==> src/sv/clts_pkg.sv <==
// ----------------------------------------------------------------------------
// clts_pkg
// Shared types, constants and the control store of the scrolling LCD front end.
// ----------------------------------------------------------------------------
`default_nettype none

package clts_pkg;

    // Field widths of the two channels.
    localparam int MODE_W    = 3;
    localparam int PAYLOAD_W = 16;
    localparam int BYTE_W    = 8;

    // Request modes.
    localparam logic [MODE_W-1:0] MODE_CHAR  = 3'd0;
    localparam logic [MODE_W-1:0] MODE_RAW   = 3'd1;
    localparam logic [MODE_W-1:0] MODE_LINE  = 3'd2;
    localparam logic [MODE_W-1:0] MODE_DEL   = 3'd3;
    localparam logic [MODE_W-1:0] MODE_CLEAR = 3'd4;
    localparam logic [MODE_W-1:0] MODE_NUM   = 3'd5;
    localparam logic [MODE_W-1:0] MODE_INIT  = 3'd6;

    // LCD command and character bytes.
    localparam logic [BYTE_W-1:0] CMD_CLEAR   = 8'h01;
    localparam logic [BYTE_W-1:0] CMD_HOME    = 8'h03;
    localparam logic [BYTE_W-1:0] CMD_ENTRY   = 8'h06;
    localparam logic [BYTE_W-1:0] CMD_DISPLAY = 8'h0F;
    localparam logic [BYTE_W-1:0] CMD_FUNC    = 8'h38;
    localparam logic [BYTE_W-1:0] CMD_LINE1   = 8'h80;
    localparam logic [BYTE_W-1:0] CMD_LINE2   = 8'hC0;
    localparam logic [BYTE_W-1:0] CHAR_SPACE  = 8'h20;
    localparam logic [BYTE_W-1:0] CHAR_ZERO   = 8'h30;

    // Line numbers for line select.
    localparam logic [BYTE_W-1:0] LINE_ONE = 8'd1;
    localparam logic [BYTE_W-1:0] LINE_TWO = 8'd2;

    // Binary to BCD conversion: 16 input bits, five digits.
    localparam int BCD_W   = 20;
    localparam int CONV_W  = BCD_W + PAYLOAD_W;
    localparam int DAB_W   = 4;
    localparam int DIGIT_W = 3;
    localparam logic [DAB_W-1:0]   DAB_LAST   = 4'd15;
    localparam logic [DIGIT_W-1:0] DIGIT_LAST = 3'd4;

    // Byte source of a bus write.
    localparam logic [2:0] SRC_CONST = 3'd0;
    localparam logic [2:0] SRC_LOW   = 3'd1;
    localparam logic [2:0] SRC_CHAR  = 3'd2;
    localparam logic [2:0] SRC_RAM   = 3'd3;
    localparam logic [2:0] SRC_ADDR  = 3'd4;

    // Jump conditions.
    localparam logic [3:0] C_NEVER   = 4'd0;
    localparam logic [3:0] C_ALWAYS  = 4'd1;
    localparam logic [3:0] C_NOWRAP  = 4'd2;
    localparam logic [3:0] C_ROW0    = 4'd3;
    localparam logic [3:0] C_KMORE   = 4'd4;
    localparam logic [3:0] C_MOREDIG = 4'd5;
    localparam logic [3:0] C_DABMORE = 4'd6;
    localparam logic [3:0] C_LO1     = 4'd7;
    localparam logic [3:0] C_LO2     = 4'd8;
    localparam logic [3:0] C_COL0    = 4'd9;

    // Datapath actions.
    localparam logic [3:0] ACT_NONE    = 4'd0;
    localparam logic [3:0] ACT_WRAP2   = 4'd1;
    localparam logic [3:0] ACT_RW      = 4'd2;
    localparam logic [3:0] ACT_WRAP1   = 4'd3;
    localparam logic [3:0] ACT_PUT     = 4'd4;
    localparam logic [3:0] ACT_NUMNEXT = 4'd5;
    localparam logic [3:0] ACT_NUMLD   = 4'd6;
    localparam logic [3:0] ACT_DAB     = 4'd7;
    localparam logic [3:0] ACT_LDDIG   = 4'd8;
    localparam logic [3:0] ACT_DELPREP = 4'd9;
    localparam logic [3:0] ACT_DELPUT  = 4'd10;
    localparam logic [3:0] ACT_HOME    = 4'd11;

    // Program addresses.
    localparam int PC_W = 5;
    localparam logic [PC_W-1:0] PC_NOP     = 5'd0;
    localparam logic [PC_W-1:0] PC_CHR     = 5'd1;
    localparam logic [PC_W-1:0] PC_WRAPCHK = 5'd2;
    localparam logic [PC_W-1:0] PC_CLR2    = 5'd3;
    localparam logic [PC_W-1:0] PC_HOME2   = 5'd4;
    localparam logic [PC_W-1:0] PC_RW      = 5'd5;
    localparam logic [PC_W-1:0] PC_W0      = 5'd6;
    localparam logic [PC_W-1:0] PC_PUT     = 5'd7;
    localparam logic [PC_W-1:0] PC_NUMNEXT = 5'd8;
    localparam logic [PC_W-1:0] PC_NUM     = 5'd9;
    localparam logic [PC_W-1:0] PC_DAB     = 5'd10;
    localparam logic [PC_W-1:0] PC_NUMSEL  = 5'd11;
    localparam logic [PC_W-1:0] PC_RAW     = 5'd12;
    localparam logic [PC_W-1:0] PC_LS      = 5'd13;
    localparam logic [PC_W-1:0] PC_LS_CHK2 = 5'd14;
    localparam logic [PC_W-1:0] PC_LS_1    = 5'd15;
    localparam logic [PC_W-1:0] PC_LS_2    = 5'd16;
    localparam logic [PC_W-1:0] PC_DEL     = 5'd17;
    localparam logic [PC_W-1:0] PC_DEL_DEC = 5'd18;
    localparam logic [PC_W-1:0] PC_DEL_A1  = 5'd19;
    localparam logic [PC_W-1:0] PC_DEL_SP  = 5'd20;
    localparam logic [PC_W-1:0] PC_DEL_A2  = 5'd21;
    localparam logic [PC_W-1:0] PC_CLR     = 5'd22;
    localparam logic [PC_W-1:0] PC_INIT0   = 5'd23;
    localparam logic [PC_W-1:0] PC_INIT1   = 5'd24;
    localparam logic [PC_W-1:0] PC_INIT2   = 5'd25;
    localparam logic [PC_W-1:0] PC_INIT3   = 5'd26;
    localparam logic [PC_W-1:0] PC_INIT4   = 5'd27;
    localparam logic [PC_W-1:0] PC_INIT5   = 5'd28;

    // One control word.
    typedef struct packed {
        logic              emit;
        logic              is_data;
        logic [2:0]        src;
        logic [BYTE_W-1:0] cbyte;
        logic [3:0]        cond;
        logic [PC_W-1:0]   target;
        logic              fin;
        logic [3:0]        act;
    } ucw_t;

    // Builds a control word from its fields.
    function automatic ucw_t ucw(input logic emit, input logic is_data,
                                 input logic [2:0] src, input logic [BYTE_W-1:0] cbyte,
                                 input logic [3:0] cond, input logic [PC_W-1:0] target,
                                 input logic fin, input logic [3:0] act);
        ucw_t w;
        w.emit    = emit;
        w.is_data = is_data;
        w.src     = src;
        w.cbyte   = cbyte;
        w.cond    = cond;
        w.target  = target;
        w.fin     = fin;
        w.act     = act;
        return w;
    endfunction

    // Control store. A taken jump wins over the finish flag.
    function automatic ucw_t clts_ucode(input logic [PC_W-1:0] pc);
        ucw_t w;
        unique case (pc)
            PC_CHR:     w = ucw(1'b0, 1'b0, SRC_CONST, 8'h00, C_NOWRAP, PC_PUT, 1'b0, ACT_NONE);
            PC_WRAPCHK: w = ucw(1'b0, 1'b0, SRC_CONST, 8'h00, C_ROW0, PC_W0, 1'b0, ACT_NONE);
            PC_CLR2:    w = ucw(1'b1, 1'b0, SRC_CONST, CMD_CLEAR, C_NEVER, PC_NOP, 1'b0,
                                ACT_WRAP2);
            PC_HOME2:   w = ucw(1'b1, 1'b0, SRC_CONST, CMD_LINE1, C_NEVER, PC_NOP, 1'b0,
                                ACT_NONE);
            PC_RW:      w = ucw(1'b1, 1'b1, SRC_RAM, 8'h00, C_KMORE, PC_RW, 1'b0, ACT_RW);
            PC_W0:      w = ucw(1'b1, 1'b0, SRC_CONST, CMD_LINE2, C_NEVER, PC_NOP, 1'b0,
                                ACT_WRAP1);
            PC_PUT:     w = ucw(1'b1, 1'b1, SRC_CHAR, 8'h00, C_MOREDIG, PC_NUMNEXT, 1'b1,
                                ACT_PUT);
            PC_NUMNEXT: w = ucw(1'b0, 1'b0, SRC_CONST, 8'h00, C_ALWAYS, PC_CHR, 1'b0,
                                ACT_NUMNEXT);
            PC_NUM:     w = ucw(1'b0, 1'b0, SRC_CONST, 8'h00, C_NEVER, PC_NOP, 1'b0,
                                ACT_NUMLD);
            PC_DAB:     w = ucw(1'b0, 1'b0, SRC_CONST, 8'h00, C_DABMORE, PC_DAB, 1'b0,
                                ACT_DAB);
            PC_NUMSEL:  w = ucw(1'b0, 1'b0, SRC_CONST, 8'h00, C_ALWAYS, PC_CHR, 1'b0,
                                ACT_LDDIG);
            PC_RAW:     w = ucw(1'b1, 1'b0, SRC_LOW, 8'h00, C_NEVER, PC_NOP, 1'b1, ACT_NONE);
            PC_LS:      w = ucw(1'b0, 1'b0, SRC_CONST, 8'h00, C_LO1, PC_LS_1, 1'b0, ACT_NONE);
            PC_LS_CHK2: w = ucw(1'b0, 1'b0, SRC_CONST, 8'h00, C_LO2, PC_LS_2, 1'b1, ACT_NONE);
            PC_LS_1:    w = ucw(1'b1, 1'b0, SRC_CONST, CMD_LINE1, C_NEVER, PC_NOP, 1'b1,
                                ACT_NONE);
            PC_LS_2:    w = ucw(1'b1, 1'b0, SRC_CONST, CMD_LINE2, C_NEVER, PC_NOP, 1'b1,
                                ACT_NONE);
            PC_DEL:     w = ucw(1'b0, 1'b0, SRC_CONST, 8'h00, C_COL0, PC_NOP, 1'b0, ACT_NONE);
            PC_DEL_DEC: w = ucw(1'b0, 1'b0, SRC_CONST, 8'h00, C_NEVER, PC_NOP, 1'b0,
                                ACT_DELPREP);
            PC_DEL_A1:  w = ucw(1'b1, 1'b0, SRC_ADDR, 8'h00, C_NEVER, PC_NOP, 1'b0, ACT_NONE);
            PC_DEL_SP:  w = ucw(1'b1, 1'b1, SRC_CHAR, 8'h00, C_NEVER, PC_NOP, 1'b0,
                                ACT_DELPUT);
            PC_DEL_A2:  w = ucw(1'b1, 1'b0, SRC_ADDR, 8'h00, C_NEVER, PC_NOP, 1'b1, ACT_NONE);
            PC_CLR:     w = ucw(1'b1, 1'b0, SRC_CONST, CMD_CLEAR, C_NEVER, PC_NOP, 1'b1,
                                ACT_NONE);
            PC_INIT0:   w = ucw(1'b1, 1'b0, SRC_CONST, CMD_FUNC, C_NEVER, PC_NOP, 1'b0,
                                ACT_NONE);
            PC_INIT1:   w = ucw(1'b1, 1'b0, SRC_CONST, CMD_ENTRY, C_NEVER, PC_NOP, 1'b0,
                                ACT_NONE);
            PC_INIT2:   w = ucw(1'b1, 1'b0, SRC_CONST, CMD_DISPLAY, C_NEVER, PC_NOP, 1'b0,
                                ACT_NONE);
            PC_INIT3:   w = ucw(1'b1, 1'b0, SRC_CONST, CMD_HOME, C_NEVER, PC_NOP, 1'b0,
                                ACT_NONE);
            PC_INIT4:   w = ucw(1'b1, 1'b0, SRC_CONST, CMD_CLEAR, C_NEVER, PC_NOP, 1'b0,
                                ACT_NONE);
            PC_INIT5:   w = ucw(1'b1, 1'b0, SRC_CONST, CMD_LINE1, C_NEVER, PC_NOP, 1'b1,
                                ACT_HOME);
            default:    w = ucw(1'b0, 1'b0, SRC_CONST, 8'h00, C_NEVER, PC_NOP, 1'b1, ACT_NONE);
        endcase
        return w;
    endfunction

    // First program step of each mode.
    function automatic logic [PC_W-1:0] clts_entry(input logic [MODE_W-1:0] mode);
        logic [PC_W-1:0] pc;
        unique case (mode)
            MODE_CHAR:  pc = PC_CHR;
            MODE_RAW:   pc = PC_RAW;
            MODE_LINE:  pc = PC_LS;
            MODE_DEL:   pc = PC_DEL;
            MODE_CLEAR: pc = PC_CLR;
            MODE_NUM:   pc = PC_NUM;
            MODE_INIT:  pc = PC_INIT0;
            default:    pc = PC_NOP;
        endcase
        return pc;
    endfunction

    // One shift-and-add-three step of the binary to BCD conversion.
    function automatic logic [CONV_W-1:0] clts_dabble(input logic [CONV_W-1:0] s);
        logic [CONV_W-1:0] t;
        t = s;
        for (int i = 0; i < BCD_W / 4; i++) begin
            if (t[PAYLOAD_W + 4*i +: 4] >= 4'd5)
            begin
                t[PAYLOAD_W + 4*i +: 4] = t[PAYLOAD_W + 4*i +: 4] + 4'd3;
            end
        end
        return {t[CONV_W-2:0], 1'b0};
    endfunction

endpackage

`default_nettype wire

==> src/sv/clts_req_if.sv <==
// ----------------------------------------------------------------------------
// clts_req_if
// Request channel: one item is one terminal request (mode and payload).
// ----------------------------------------------------------------------------
`default_nettype none

interface clts_req_if import clts_pkg::*; ();
    logic                 valid;
    logic                 ready;
    logic [MODE_W-1:0]    mode;
    logic [PAYLOAD_W-1:0] payload;

    modport source (output valid, output mode, output payload, input ready);
    modport sink   (input valid, input mode, input payload, output ready);
endinterface

`default_nettype wire

==> src/sv/clts_wr_if.sv <==
// ----------------------------------------------------------------------------
// clts_wr_if
// LCD write channel: one item is one bus write, command or data.
// ----------------------------------------------------------------------------
`default_nettype none

interface clts_wr_if import clts_pkg::*; ();
    logic              valid;
    logic              ready;
    logic              is_data;
    logic [BYTE_W-1:0] bus_byte;
    logic              last;

    modport source (output valid, output is_data, output bus_byte, output last,
                    input ready);
    modport sink   (input valid, input is_data, input bus_byte, input last,
                    output ready);
endinterface

`default_nettype wire

==> src/sv/clts_ram.sv <==
// ----------------------------------------------------------------------------
// clts_ram
// Generic single-write, single-read RAM with a registered read port.
// ----------------------------------------------------------------------------
`default_nettype none

module clts_ram #(
    parameter int WIDTH = 8,
    parameter int DEPTH = 16
) (
    input  logic                     clk,
    input  logic                     we,
    input  logic [$clog2(DEPTH)-1:0] waddr,
    input  logic [WIDTH-1:0]         wdata,
    input  logic [$clog2(DEPTH)-1:0] raddr,
    output logic [WIDTH-1:0]         rdata
);

    logic [WIDTH-1:0] mem [DEPTH];

    // Write port and registered read port.
    always_ff @(posedge clk)
    begin
        if (we)
        begin
            mem[waddr] <= wdata;
        end
        rdata <= mem[raddr];
    end

endmodule

`default_nettype wire

==> src/sv/char_lcd_scrolling_terminal_top.sv <==
// ----------------------------------------------------------------------------
// char_lcd_scrolling_terminal_top
// Two-line character LCD terminal front end with scrolling of line two.
// ----------------------------------------------------------------------------
// Usage: requests arrive on req (mode, payload); each request becomes zero or
// more LCD bus writes on wr, in bus order, with last set on the final write
// of the request. A request that causes no write yields no item on wr.
// A small sequencer walks a control store, one step per cycle, and emits at
// most one write per step into an output register.
// A delete is ignored at column zero. A character past the last column first
// moves to line two, or, when already there, scrolls line two up to line one:
// the stored line is replayed from the line RAM, one entry per cycle while wr
// does not stall. A decimal number is converted from binary to BCD first, then
// its five digits are printed like characters, most significant first. Each
// write is loaded into the output register by its step and drives wr from there.
// req.ready is high whenever no request is in progress; a new request may be
// taken while the last write of the previous one still waits on wr.
// If wr stalls, the sequencer holds on its next write step until the output
// register frees up. Reset clears cursor column and row and idles the
// sequencer; the stored copy of line two is undefined until written.
// ----------------------------------------------------------------------------
`default_nettype none

module char_lcd_scrolling_terminal_top import clts_pkg::*; #(
    parameter int NUM_COLUMNS = 16
) (
    input  logic     clk,
    input  logic     rst_n,
    clts_req_if.sink req,
    clts_wr_if.source wr
);

    localparam int COL_W  = $clog2(NUM_COLUMNS + 1);
    localparam int ADDR_W = $clog2(NUM_COLUMNS);
    localparam logic [COL_W-1:0]  COL_END = COL_W'(NUM_COLUMNS);
    localparam logic [ADDR_W-1:0] K_LAST  = ADDR_W'(NUM_COLUMNS - 1);

    // Control state.
    logic              busy_reg, busy_next;
    logic [PC_W-1:0]   pc_reg, pc_next;
    logic [COL_W-1:0]  col_reg, col_next;
    logic              row_reg, row_next;
    logic              out_valid_reg, out_valid_next;

    // Working registers of the current request.
    logic [PAYLOAD_W-1:0] pay_reg, pay_next;
    logic [BYTE_W-1:0]    ch_reg, ch_next;
    logic                 num_reg, num_next;
    logic [ADDR_W-1:0]    k_reg, k_next;
    logic [CONV_W-1:0]    conv_reg, conv_next;
    logic [DAB_W-1:0]     dab_reg, dab_next;
    logic [DIGIT_W-1:0]   dig_reg, dig_next;
    logic                 is_data_reg, is_data_next;
    logic [BYTE_W-1:0]    byte_reg, byte_next;
    logic                 last_reg, last_next;

    ucw_t              cw;
    logic              accept;
    logic              go;
    logic              cond_ok;
    logic              taken;
    logic              ram_we;
    logic [BYTE_W-1:0] ram_rdata;
    logic [BYTE_W-1:0] wr_byte;

    // Current control word and step handshake.
    assign cw     = clts_ucode(pc_reg);
    assign accept = req.valid && !busy_reg;
    assign go     = busy_reg && (!cw.emit || !out_valid_reg || wr.ready);
    assign taken  = go && cond_ok;

    assign req.ready   = !busy_reg;
    assign wr.valid    = out_valid_reg;
    assign wr.is_data  = is_data_reg;
    assign wr.bus_byte = byte_reg;
    assign wr.last     = last_reg;

    // Jump condition evaluation.
    always_comb
    begin
        unique case (cw.cond)
            C_ALWAYS:  cond_ok = 1'b1;
            C_NOWRAP:  cond_ok = col_reg < COL_END;
            C_ROW0:    cond_ok = !row_reg;
            C_KMORE:   cond_ok = k_reg != K_LAST;
            C_MOREDIG: cond_ok = num_reg && (dig_reg != DIGIT_LAST);
            C_DABMORE: cond_ok = dab_reg != DAB_LAST;
            C_LO1:     cond_ok = pay_reg[BYTE_W-1:0] == LINE_ONE;
            C_LO2:     cond_ok = pay_reg[BYTE_W-1:0] == LINE_TWO;
            C_COL0:    cond_ok = col_reg == '0;
            default:   cond_ok = 1'b0;
        endcase
    end

    // Byte selection for the write of this step.
    always_comb
    begin
        unique case (cw.src)
            SRC_LOW:  wr_byte = pay_reg[BYTE_W-1:0];
            SRC_CHAR: wr_byte = ch_reg;
            SRC_RAM:  wr_byte = ram_rdata;
            SRC_ADDR: wr_byte = (row_reg ? CMD_LINE2 : CMD_LINE1) + BYTE_W'(col_reg);
            default:  wr_byte = cw.cbyte;
        endcase
    end

    // Line two copy is written by character puts on line two.
    assign ram_we = go && ((cw.act == ACT_PUT) || (cw.act == ACT_DELPUT))
                    && row_reg && (col_reg < COL_END);

    // Sequencer and datapath next state.
    always_comb
    begin
        busy_next      = busy_reg;
        pc_next        = pc_reg;
        col_next       = col_reg;
        row_next       = row_reg;
        out_valid_next = out_valid_reg;
        pay_next       = pay_reg;
        ch_next        = ch_reg;
        num_next       = num_reg;
        k_next         = k_reg;
        conv_next      = conv_reg;
        dab_next       = dab_reg;
        dig_next       = dig_reg;
        is_data_next   = is_data_reg;
        byte_next      = byte_reg;
        last_next      = last_reg;

        // Output register: load on an emitting step, drain when taken.
        if (go && cw.emit)
        begin
            out_valid_next = 1'b1;
            is_data_next   = cw.is_data;
            byte_next      = wr_byte;
            last_next      = cw.fin && !cond_ok;
        end
        else if (wr.ready)
        begin
            out_valid_next = 1'b0;
        end

        // Dispatch a new request.
        if (accept)
        begin
            busy_next = 1'b1;
            pc_next   = clts_entry(req.mode);
            pay_next  = req.payload;
            ch_next   = req.payload[BYTE_W-1:0];
            num_next  = req.mode == MODE_NUM;
        end

        // Step sequencing.
        if (go)
        begin
            if (taken)
            begin
                pc_next = cw.target;
            end
            else if (cw.fin)
            begin
                busy_next = 1'b0;
            end
            else
            begin
                pc_next = pc_reg + 1'b1;
            end

            unique case (cw.act)
                ACT_WRAP2:
                begin
                    row_next = 1'b0;
                    col_next = '0;
                    k_next   = '0;
                end
                ACT_RW:
                begin
                    col_next = col_reg + 1'b1;
                    if (k_reg != K_LAST)
                    begin
                        k_next = k_reg + 1'b1;
                    end
                end
                ACT_WRAP1:
                begin
                    row_next = 1'b1;
                    col_next = '0;
                end
                ACT_PUT:
                begin
                    col_next = col_reg + 1'b1;
                end
                ACT_NUMNEXT:
                begin
                    conv_next = conv_reg << 4;
                    ch_next   = CHAR_ZERO + BYTE_W'(conv_reg[CONV_W-5 -: 4]);
                    dig_next  = dig_reg + 1'b1;
                end
                ACT_NUMLD:
                begin
                    conv_next = {{BCD_W{1'b0}}, pay_reg};
                    dab_next  = '0;
                    dig_next  = '0;
                end
                ACT_DAB:
                begin
                    conv_next = clts_dabble(conv_reg);
                    dab_next  = dab_reg + 1'b1;
                end
                ACT_LDDIG:
                begin
                    ch_next = CHAR_ZERO + BYTE_W'(conv_reg[CONV_W-1 -: 4]);
                end
                ACT_DELPREP:
                begin
                    col_next = col_reg - 1'b1;
                    ch_next  = CHAR_SPACE;
                end
                ACT_HOME:
                begin
                    col_next = '0;
                    row_next = 1'b0;
                end
                default:
                begin
                    col_next = col_reg;
                end
            endcase
        end
    end

    // Control registers.
    always_ff @(posedge clk or negedge rst_n)
    begin
        if (!rst_n)
        begin
            busy_reg      <= 1'b0;
            pc_reg        <= PC_NOP;
            col_reg       <= '0;
            row_reg       <= 1'b0;
            out_valid_reg <= 1'b0;
        end
        else
        begin
            busy_reg      <= busy_next;
            pc_reg        <= pc_next;
            col_reg       <= col_next;
            row_reg       <= row_next;
            out_valid_reg <= out_valid_next;
        end
    end

    // Working and output payload registers.
    always_ff @(posedge clk)
    begin
        pay_reg     <= pay_next;
        ch_reg      <= ch_next;
        num_reg     <= num_next;
        k_reg       <= k_next;
        conv_reg    <= conv_next;
        dab_reg     <= dab_next;
        dig_reg     <= dig_next;
        is_data_reg <= is_data_next;
        byte_reg    <= byte_next;
        last_reg    <= last_next;
    end

    // Copy of line two; it is read at k_next so that the registered read data holds the entry for k_reg.
    clts_ram #(
        .WIDTH (BYTE_W),
        .DEPTH (NUM_COLUMNS)
    ) u_line_ram (
        .clk   (clk),
        .we    (ram_we),
        .waddr (col_reg[ADDR_W-1:0]),
        .wdata (ch_reg),
        .raddr (k_next),
        .rdata (ram_rdata)
    );

endmodule

`default_nettype wire

==> src/flat_wrapper.sv <==
// flat-port wrapper written by rule: the top's interface ports become plain ports
module char_lcd_scrolling_terminal_top_flat import clts_pkg::*;
#(
    parameter int NUM_COLUMNS = 16
)
  (clk, rst_n, req_valid, req_mode, req_payload, req_ready, wr_valid, wr_is_data, wr_bus_byte, wr_last, wr_ready);
  clts_req_if req_i ();
  clts_wr_if wr_i ();
  input  logic clk;
  input  logic rst_n;
  input wire logic [$bits(req_i.valid)-1:0] req_valid;
  input wire logic [$bits(req_i.mode)-1:0] req_mode;
  input wire logic [$bits(req_i.payload)-1:0] req_payload;
  output wire logic [$bits(req_i.ready)-1:0] req_ready;
  output wire logic [$bits(wr_i.valid)-1:0] wr_valid;
  output wire logic [$bits(wr_i.is_data)-1:0] wr_is_data;
  output wire logic [$bits(wr_i.bus_byte)-1:0] wr_bus_byte;
  output wire logic [$bits(wr_i.last)-1:0] wr_last;
  input wire logic [$bits(wr_i.ready)-1:0] wr_ready;
  assign req_i.valid = req_valid;
  assign req_i.mode = req_mode;
  assign req_i.payload = req_payload;
  assign req_ready = req_i.ready;
  assign wr_valid = wr_i.valid;
  assign wr_is_data = wr_i.is_data;
  assign wr_bus_byte = wr_i.bus_byte;
  assign wr_last = wr_i.last;
  assign wr_i.ready = wr_ready;
  char_lcd_scrolling_terminal_top #(.NUM_COLUMNS(NUM_COLUMNS)) u_core (.clk(clk), .rst_n(rst_n), .req(req_i), .wr(wr_i));
endmodule
==> config.mk <==
export PLATFORM = sky130hd
export DESIGN_NAME = char_lcd_scrolling_terminal_top_flat
export DESIGN_NICKNAME = d
export VERILOG_FILES = /design/src/sv/clts_pkg.sv /design/src/sv/clts_req_if.sv /design/src/sv/clts_wr_if.sv /design/src/sv/clts_ram.sv /design/src/sv/char_lcd_scrolling_terminal_top.sv /design/src/flat_wrapper.sv
export SDC_FILE = /design/constraint.sdc
export NUM_CORES = 1
export LEC_CHECK = 0
export BUFFER_PORTS_ARGS = -buffer_cell sky130_fd_sc_hd__buf_2
export CORE_MARGIN = 2
export CORE_UTILIZATION = 55
export DETAILED_ROUTE_END_ITERATION = 16
export GPL_TIMING_DRIVEN = 0
export PLACE_DENSITY = 0.76
export SETUP_SLACK_MARGIN = 0.05
export SLEW_MARGIN = 10
export SYNTH_ARGS = -nofsm -noshare
export SYNTH_HDL_FRONTEND = slang
export SYNTH_SLANG_ARGS = --single-unit
==> constraint.sdc <==
create_clock -name clk -period 5.25 [get_ports clk]
set_input_delay 0.7875 -clock clk [delete_from_list [all_inputs] [get_ports clk]]
set_output_delay 0.7875 -clock clk [all_outputs]
set_load 0.05 [all_outputs]
# Word level (Yosys, flattened, before mapping)
# Memory sizes are Yosys's and may differ from the RTL's. A register that Yosys moved wholly into a read port is not among the register bits.
# Index checks and enable logic that the tools add are counted.
[op_classes]
add_sub_neg = 14
order_cmp = 6
eq_ne = 35
mux = 32
reduce_logical = 33
[ops]
columns = ["op", "n"]
rows = [
  ["$pmux W36 S3", 1],
  ["$pmux W5 S7", 1],
  ["$eq A4 B3 Y1 const B", 8],
  ["$pmux W8 S4", 1],
  ["$eq A4 B4 Y1 const B", 6],
  ["$mux W4", 6],
  ["$pmux W8 S3", 1],
  ["$ge A4 B3 Y1 const B", 5],
  ["$mux W5", 4],
  ["$add A4 B2 Y4 const B", 4],
  ["$eq A4 B2 Y1 const B", 4],
  ["$mux W8", 2],
  ["$pmux W4 S2", 2],
  ["$pmux W5 S3", 1],
  ["$add A6 B4 Y7 const A", 2],
  ["$eq A3 B2 Y1 const B", 4],
  ["$eq A3 B3 Y1 const B", 4],
  ["$add A5 B1 Y5 const B", 2],
  ["$reduce_and A2 Y1", 5],
  ["$logic_and A1 B1 Y1", 9],
  ["$pmux W1 S9", 1],
  ["$add A4 B1 Y4 const B", 2],
  ["$add A8 B5 Y8", 1],
  ["$eq A4 B1 Y1 const B", 2],
  ["other kinds (22)", 42],
]
[totals]
ff_bits = 95
ram_bits = 128
romBits = 864
inputBits = 23
out_inout_bits = 12
mem_count = 2
[mem_list]
columns = ["name", "words", "word_bits", "rd", "rd_clocked_by_memory_dff", "write_ports", "line", "source"]
rows = [
  ["(no name shown)", 32, 27, 1, 0, 0, "clts_pkg.sv:143", "unique case (pc)"],
  ["u_core.u_line_ram.mem", 16, 8, 1, 1, 1, "clts_ram.sv:19", "logic [WIDTH-1:0] mem [DEPTH];"],
]

# Longest topological paths before layout
# An unclocked memory read counts as a cell.
[depth]
word_depth = 10
mapped_depth = 18

# Modules after synthesis
# Synthesis repeated with hierarchy kept, for this count alone.
[hier_totals]
hier_cells = 864
area_unflattened_um2 = 11045.6
[by_module_without_submodules]
columns = ["module", "n_inst", "cells_each", "area_per_inst_um2"]
rows = [
  ["char_lcd_scrolling_terminal_top", 1, 635, 5898.2],
  ["clts_ram", 1, 229, 5147.4],
]

# Worst setup path after synthesis
# OpenSTA, ideal clock, no wires.
[synth_timing]
path_kind = "register to register"
from = "reg u_core.pc_reg[2]"
to = "reg u_core.dig_reg[0] (enable)"
setup_ns = 0.348
t_arrival_ns = 5.226
t_required_ns = 4.902
setup_slack_ns = -0.324
path_stages_with_launch = 11
n_path_buf = 3
synth_period_minus_slack_ns = 5.574
path_cell_list = "dfrtp_1 buf_2 inv_1 clkbuf_1 ha_1 or3b_2 o211ai_2 o31ai_4 clkbuf_1 a211oi_1 a21boi_0"
[synth_between]
elab_chain_len = 6
[synth_rtl]
columns = ["element", "line", "source"]
rows = [
  ["start, declared", "char_lcd_scrolling_terminal_top.sv:40", "logic [PC_W-1:0] pc_reg, pc_next;"],
  ["start signal, assigned", "char_lcd_scrolling_terminal_top.sv:246", "pc_reg <= pc_next;"],
  ["$mem_v2 Z32 W27 (*)", "n/a", ""],
  ["branches (longest 4 deep; another with $eq A4 B3 Y1)", "n/a", ""],
  ["$reduce_and A2 Y1 (no line) (*)", "n/a", ""],
  ["end signal, assigned", "char_lcd_scrolling_terminal_top.sv:262", "dig_reg <= dig_next;"],
  ["end, declared", "char_lcd_scrolling_terminal_top.sv:52", "logic [DIGIT_W-1:0] dig_reg, dig_next;"],
]
# Every way passes the cells marked *.
# A chain may end at the register's enable or synchronous reset.

# Worst setup path after layout
[layout_timing]
from = "reg u_core.pc_reg[0]"
to = "mem u_core.u_line_ram.mem[14][4] (enable)"
[layout_between]
elab_chain_len = 10
[layout_rtl]
columns = ["element", "line", "source"]
rows = [
  ["$mem_v2 Z32 W27 (*)", "n/a", ""],
  ["$logic_not A1 Y1", "char_lcd_scrolling_terminal_top.sv:69", "assign go = busy_reg && (!cw.emit || !out_valid_reg || wr.ready);"],
  ["$logic_or A1 B1 Y1 (2 in a row)", "char_lcd_scrolling_terminal_top.sv:69", ""],
  ["$logic_and A1 B1 Y1", "char_lcd_scrolling_terminal_top.sv:69", ""],
  ["$logic_and A1 B1 Y1 (*)", "char_lcd_scrolling_terminal_top.sv:108", "assign ram_we = go && ((cw.act == ACT_PUT) || (cw.act == ACT_DELPUT))"],
  ["$logic_and A1 B1 Y1 (*) (2 in a row)", "char_lcd_scrolling_terminal_top.sv:109", "&& row_reg && (col_reg < COL_END);"],
  ["$mux W1 (*)", "clts_ram.sv:24", "if (we)"],
  ["$mux W1 (not written as such) (*)", "clts_ram.sv:26", "mem[waddr] <= wdata;"],
  ["end, declared", "clts_ram.sv:19", ""],
]
# Every way passes the cells marked *; elsewhere a longest branch is shown, timed or not.

==> flow_summary.ini <==
[outcome]
run_status = complete, no violations

[logic_synthesis]
synth_flop_cell = sky130_fd_sc_hd__edfxtp_1
synth_area_leaders = sky130_fd_sc_hd__edfxtp_1 52%, sky130_fd_sc_hd__nand2_1 4.0%, sky130_fd_sc_hd__dfxtp_1 3.5%
netlist.area_leader.share_pct = 52.00
mappedNetlistArea_sq_um = 11430
post_synth_inst_count = 1000
postSynthAreaPerCell_sq_um = 11.43
seq_area_frac_synth_pct = 58.34
synth-seq-cells = 231
synth_largest_area_cell = sky130_fd_sc_hd__edfxtp_1
number_of_synthesized_flops_with_an_enable_pin = 198
synth.yosys.warnings = 0
count_of_different_cell_masters_after_synthesis = 88
syn_nets = 1051
async_reset_ff_share_pct = 5.628

[timing]
max_slew_margin_pct = 20.75
finalClockSkew_ps = 10.35
worstMarginPinSlew_ps = 1178
unrepaired_setup_endpoints_after_global_routing = false
finalHoldViolCount = 0
fin_tns_setup_ps = 0
timing.final.crit_period_ps = 4786
layout_worst_path_cycle_share_pct = 91.17
finalSetupViolCount = 0
fmax_ghz = 0.2089
slew_viol_final = 0

[place]
place.detailed.instances = 1307
placement.io_buffers = 34
place_area_sq_um = 12000
hpwl_um = 19290
gp_congestion = 0.9165

[worst_setup_path]
crit_path_max_fanout = 10
worst-endpoint-required_ps = 5390
critical_path_arrival_ps = 4930
worst_r2r_startpoint = u_core.pc_reg[0]$_DFF_PN0_
cp-end-kind = flop
path_class = flop to flop
critical_path.startpoint_type = flop
timing.reg2reg.setup_slack_ps = 460
crit_start = u_core.pc_reg[0]$_DFF_PN0_

[clock_tree]
tritoncts = yes
cts-buffers-inserted = 25
post_cts.resized_instances = 0
clock_sink_count = 231
clk_root_buffer_cell = sky130_fd_sc_hd__clkbuf_16
cts.repair_timing.setup_buffer_count = 0
htree_levels = 1
cts_hold_repair.buffers = 0
ctsLongestPathBuffers = 3
clock_latency_ps = 520
clk_pin_slew_ps = 60

[power_and_ir_drop]
vdd_drop_max_v = 0.0003203
power_per_cell_area_nw_per_um2 = 665.5
power.static_leakage_nw = 4.741
fin_total_pwr_mw = 8.563

[final_layout]
number_of_nets_in_the_finished_design = 1115
final_cells = 1352
post_route_cells_drive_above_1_share_pct = 12.11
area_delta_synth_final_pct = 12.52
final_common_cell = sky130_fd_sc_hd__edfxtp_1
antennaDiodeCount = 0
final_util_pct = 63.38
final_cell_area_sq_um = 12870
max_ffs_per_register = 128
final_cell_mix = 198 x sky130_fd_sc_hd__edfxtp_1, 123 x sky130_fd_sc_hd__nand2_1, 71 x sky130_fd_sc_hd__nand3_1

[routing]
drt-total-wl_um = 28200
drt_pre_antenna_iters = 7
drc = 0
vias_per_cell = 6.284
dr.first_iter.drc_count = 982
avgRoutedWirePerCell_um = 20.86
vias = 8496
antenna_violating_nets_post_route = 0

[floorplan]
fp.coreArea_sq_um = 20300
die-area_sq_um = 21960
initial_core_util_pct = 56.33
floorplan.die.height_um = 148.2
core.rowCount = 52
die_width_um = 148.2
io_pins = 35

[grt]
grt_antenna_before_repair = 0
grtUsageTotal_pct = 26.01
global_route_wire_length_before_repair_um = 44910
grt_start_max_net_pins = 27
total_grt_overflow = 0
via_count_of_the_first_global_routing_pass = 8202

[min_path]
hp-class = input pin to asynchronous set/reset pin

[flow_run]
cap_violations = 0
## power by group
group | switching (mW) | total, mW | internal (mW)
Combinational | 2.63 | 3.99 | 1.36
Clock | 0.709 | 1.83 | 1.12
Sequential | 0.335 | 2.75 | 2.41
## layer usage
metal	wire [um]	track usage [%]	vias to the layer above	part of all wire [%]
met2	13310	42.18	362	47
met1	11940	36.92	4136	42
met3	2206	4.264	58	7.8
met5	0	0	-	0
li1	-	-	3940	-
met4	745	6.810	0	2.6
## critical path, stage by stage, from the launching register on
cell and delay [ps]:
sky130_fd_sc_hd__dfrtp_1 470, sky130_fd_sc_hd__clkbuf_1 410, sky130_fd_sc_hd__inv_1 210, sky130_fd_sc_hd__ha_1 330
sky130_fd_sc_hd__clkbuf_1 350, sky130_fd_sc_hd__nand2b_1 220, sky130_fd_sc_hd__o211ai_2 330, sky130_fd_sc_hd__o31ai_4 200
sky130_fd_sc_hd__clkbuf_1 360, sky130_fd_sc_hd__nor3_1 560, sky130_fd_sc_hd__nand3_1 260, sky130_fd_sc_hd__nor2_1 710
## synthesized netlist by cell type (6+ instances only)
master and n:
sky130_fd_sc_hd__buf_2 16, sky130_fd_sc_hd__nand2_1 123, sky130_fd_sc_hd__o31ai_1 24, sky130_fd_sc_hd__nand3_1 71, sky130_fd_sc_hd__dfxtp_1 20, sky130_fd_sc_hd__and3_1 6, sky130_fd_sc_hd__inv_1 26, sky130_fd_sc_hd__dfrtp_1 13
sky130_fd_sc_hd__nor3_1 15, sky130_fd_sc_hd__clkbuf_1 31, sky130_fd_sc_hd__a21oi_1 51, sky130_fd_sc_hd__buf_4 6, sky130_fd_sc_hd__mux2i_1 34, sky130_fd_sc_hd__o211ai_1 6, sky130_fd_sc_hd__nor2_1 55, sky130_fd_sc_hd__o21ai_0 66
sky130_fd_sc_hd__ha_1 27, sky130_fd_sc_hd__nor3b_1 10, sky130_fd_sc_hd__a311oi_1 16, sky130_fd_sc_hd__nand2b_1 12, sky130_fd_sc_hd__a222oi_1 7, sky130_fd_sc_hd__nor2b_1 7, sky130_fd_sc_hd__edfxtp_1 198, sky130_fd_sc_hd__a22oi_1 14
sky130_fd_sc_hd__nand3b_1 6, sky130_fd_sc_hd__xnor2_1 11, sky130_fd_sc_hd__a221o_1 14
## stage by stage
stage	hold WS (ps)	setup slack, ps
after global routing	181.3	208.8
after detailed placement	535.0	663.9
after CTS	161.9	642.3
after global placement	543.0	-516.4
after floorplan	491.9	926.7
final	156.5	463.5
## final cells by class
type	instances	area, sq um
timing repair buffer	37	211.5
clock buffer	27	633.1
buffer	62	306.5
inverter	31	117.6
multi-input combinational	676	4368
fill	1545	7433
sequential	231	6671
clock inverter	18	220.2
tap	270	337.8
## logic make-up after synthesis
| logic type | count (synthesis) | share of synthesized area (%) |
|---|---|---|
| adders and majority gates | 28 | 3.129 |
| AOI/OAI and AO/OA | 261 | 16.25 |
| xor gates and xnor gates | 14 | 1.072 |
| DFF | 231 | 58.34 |
| muxes | 36 | 3.173 |
| and+or+nand+nor | 337 | 14.33 |
| buffers and inverters | 93 | 3.698 |
## worst paths after layout
path	to	depth (start not counted)
setup / recovery	u_core.u_line_ram.mem[14][4]$_DFFE_PP_	11
hold / removal	u_core.pc_reg[2]$_DFF_PN0_	1
setup reg to reg	u_core.u_line_ram.mem[14][4]$_DFFE_PP_	11
hold reg to reg	u_core.wr.bus_byte[5]$_DFFE_PP_	2
max in group asynchronous	u_core.col_reg[1]$_DFFE_PN0P_	1
min in group clk	u_core.pay_reg[12]$_DFFE_PP_	1
Note: power is estimated with default switching activity, not from simulation.
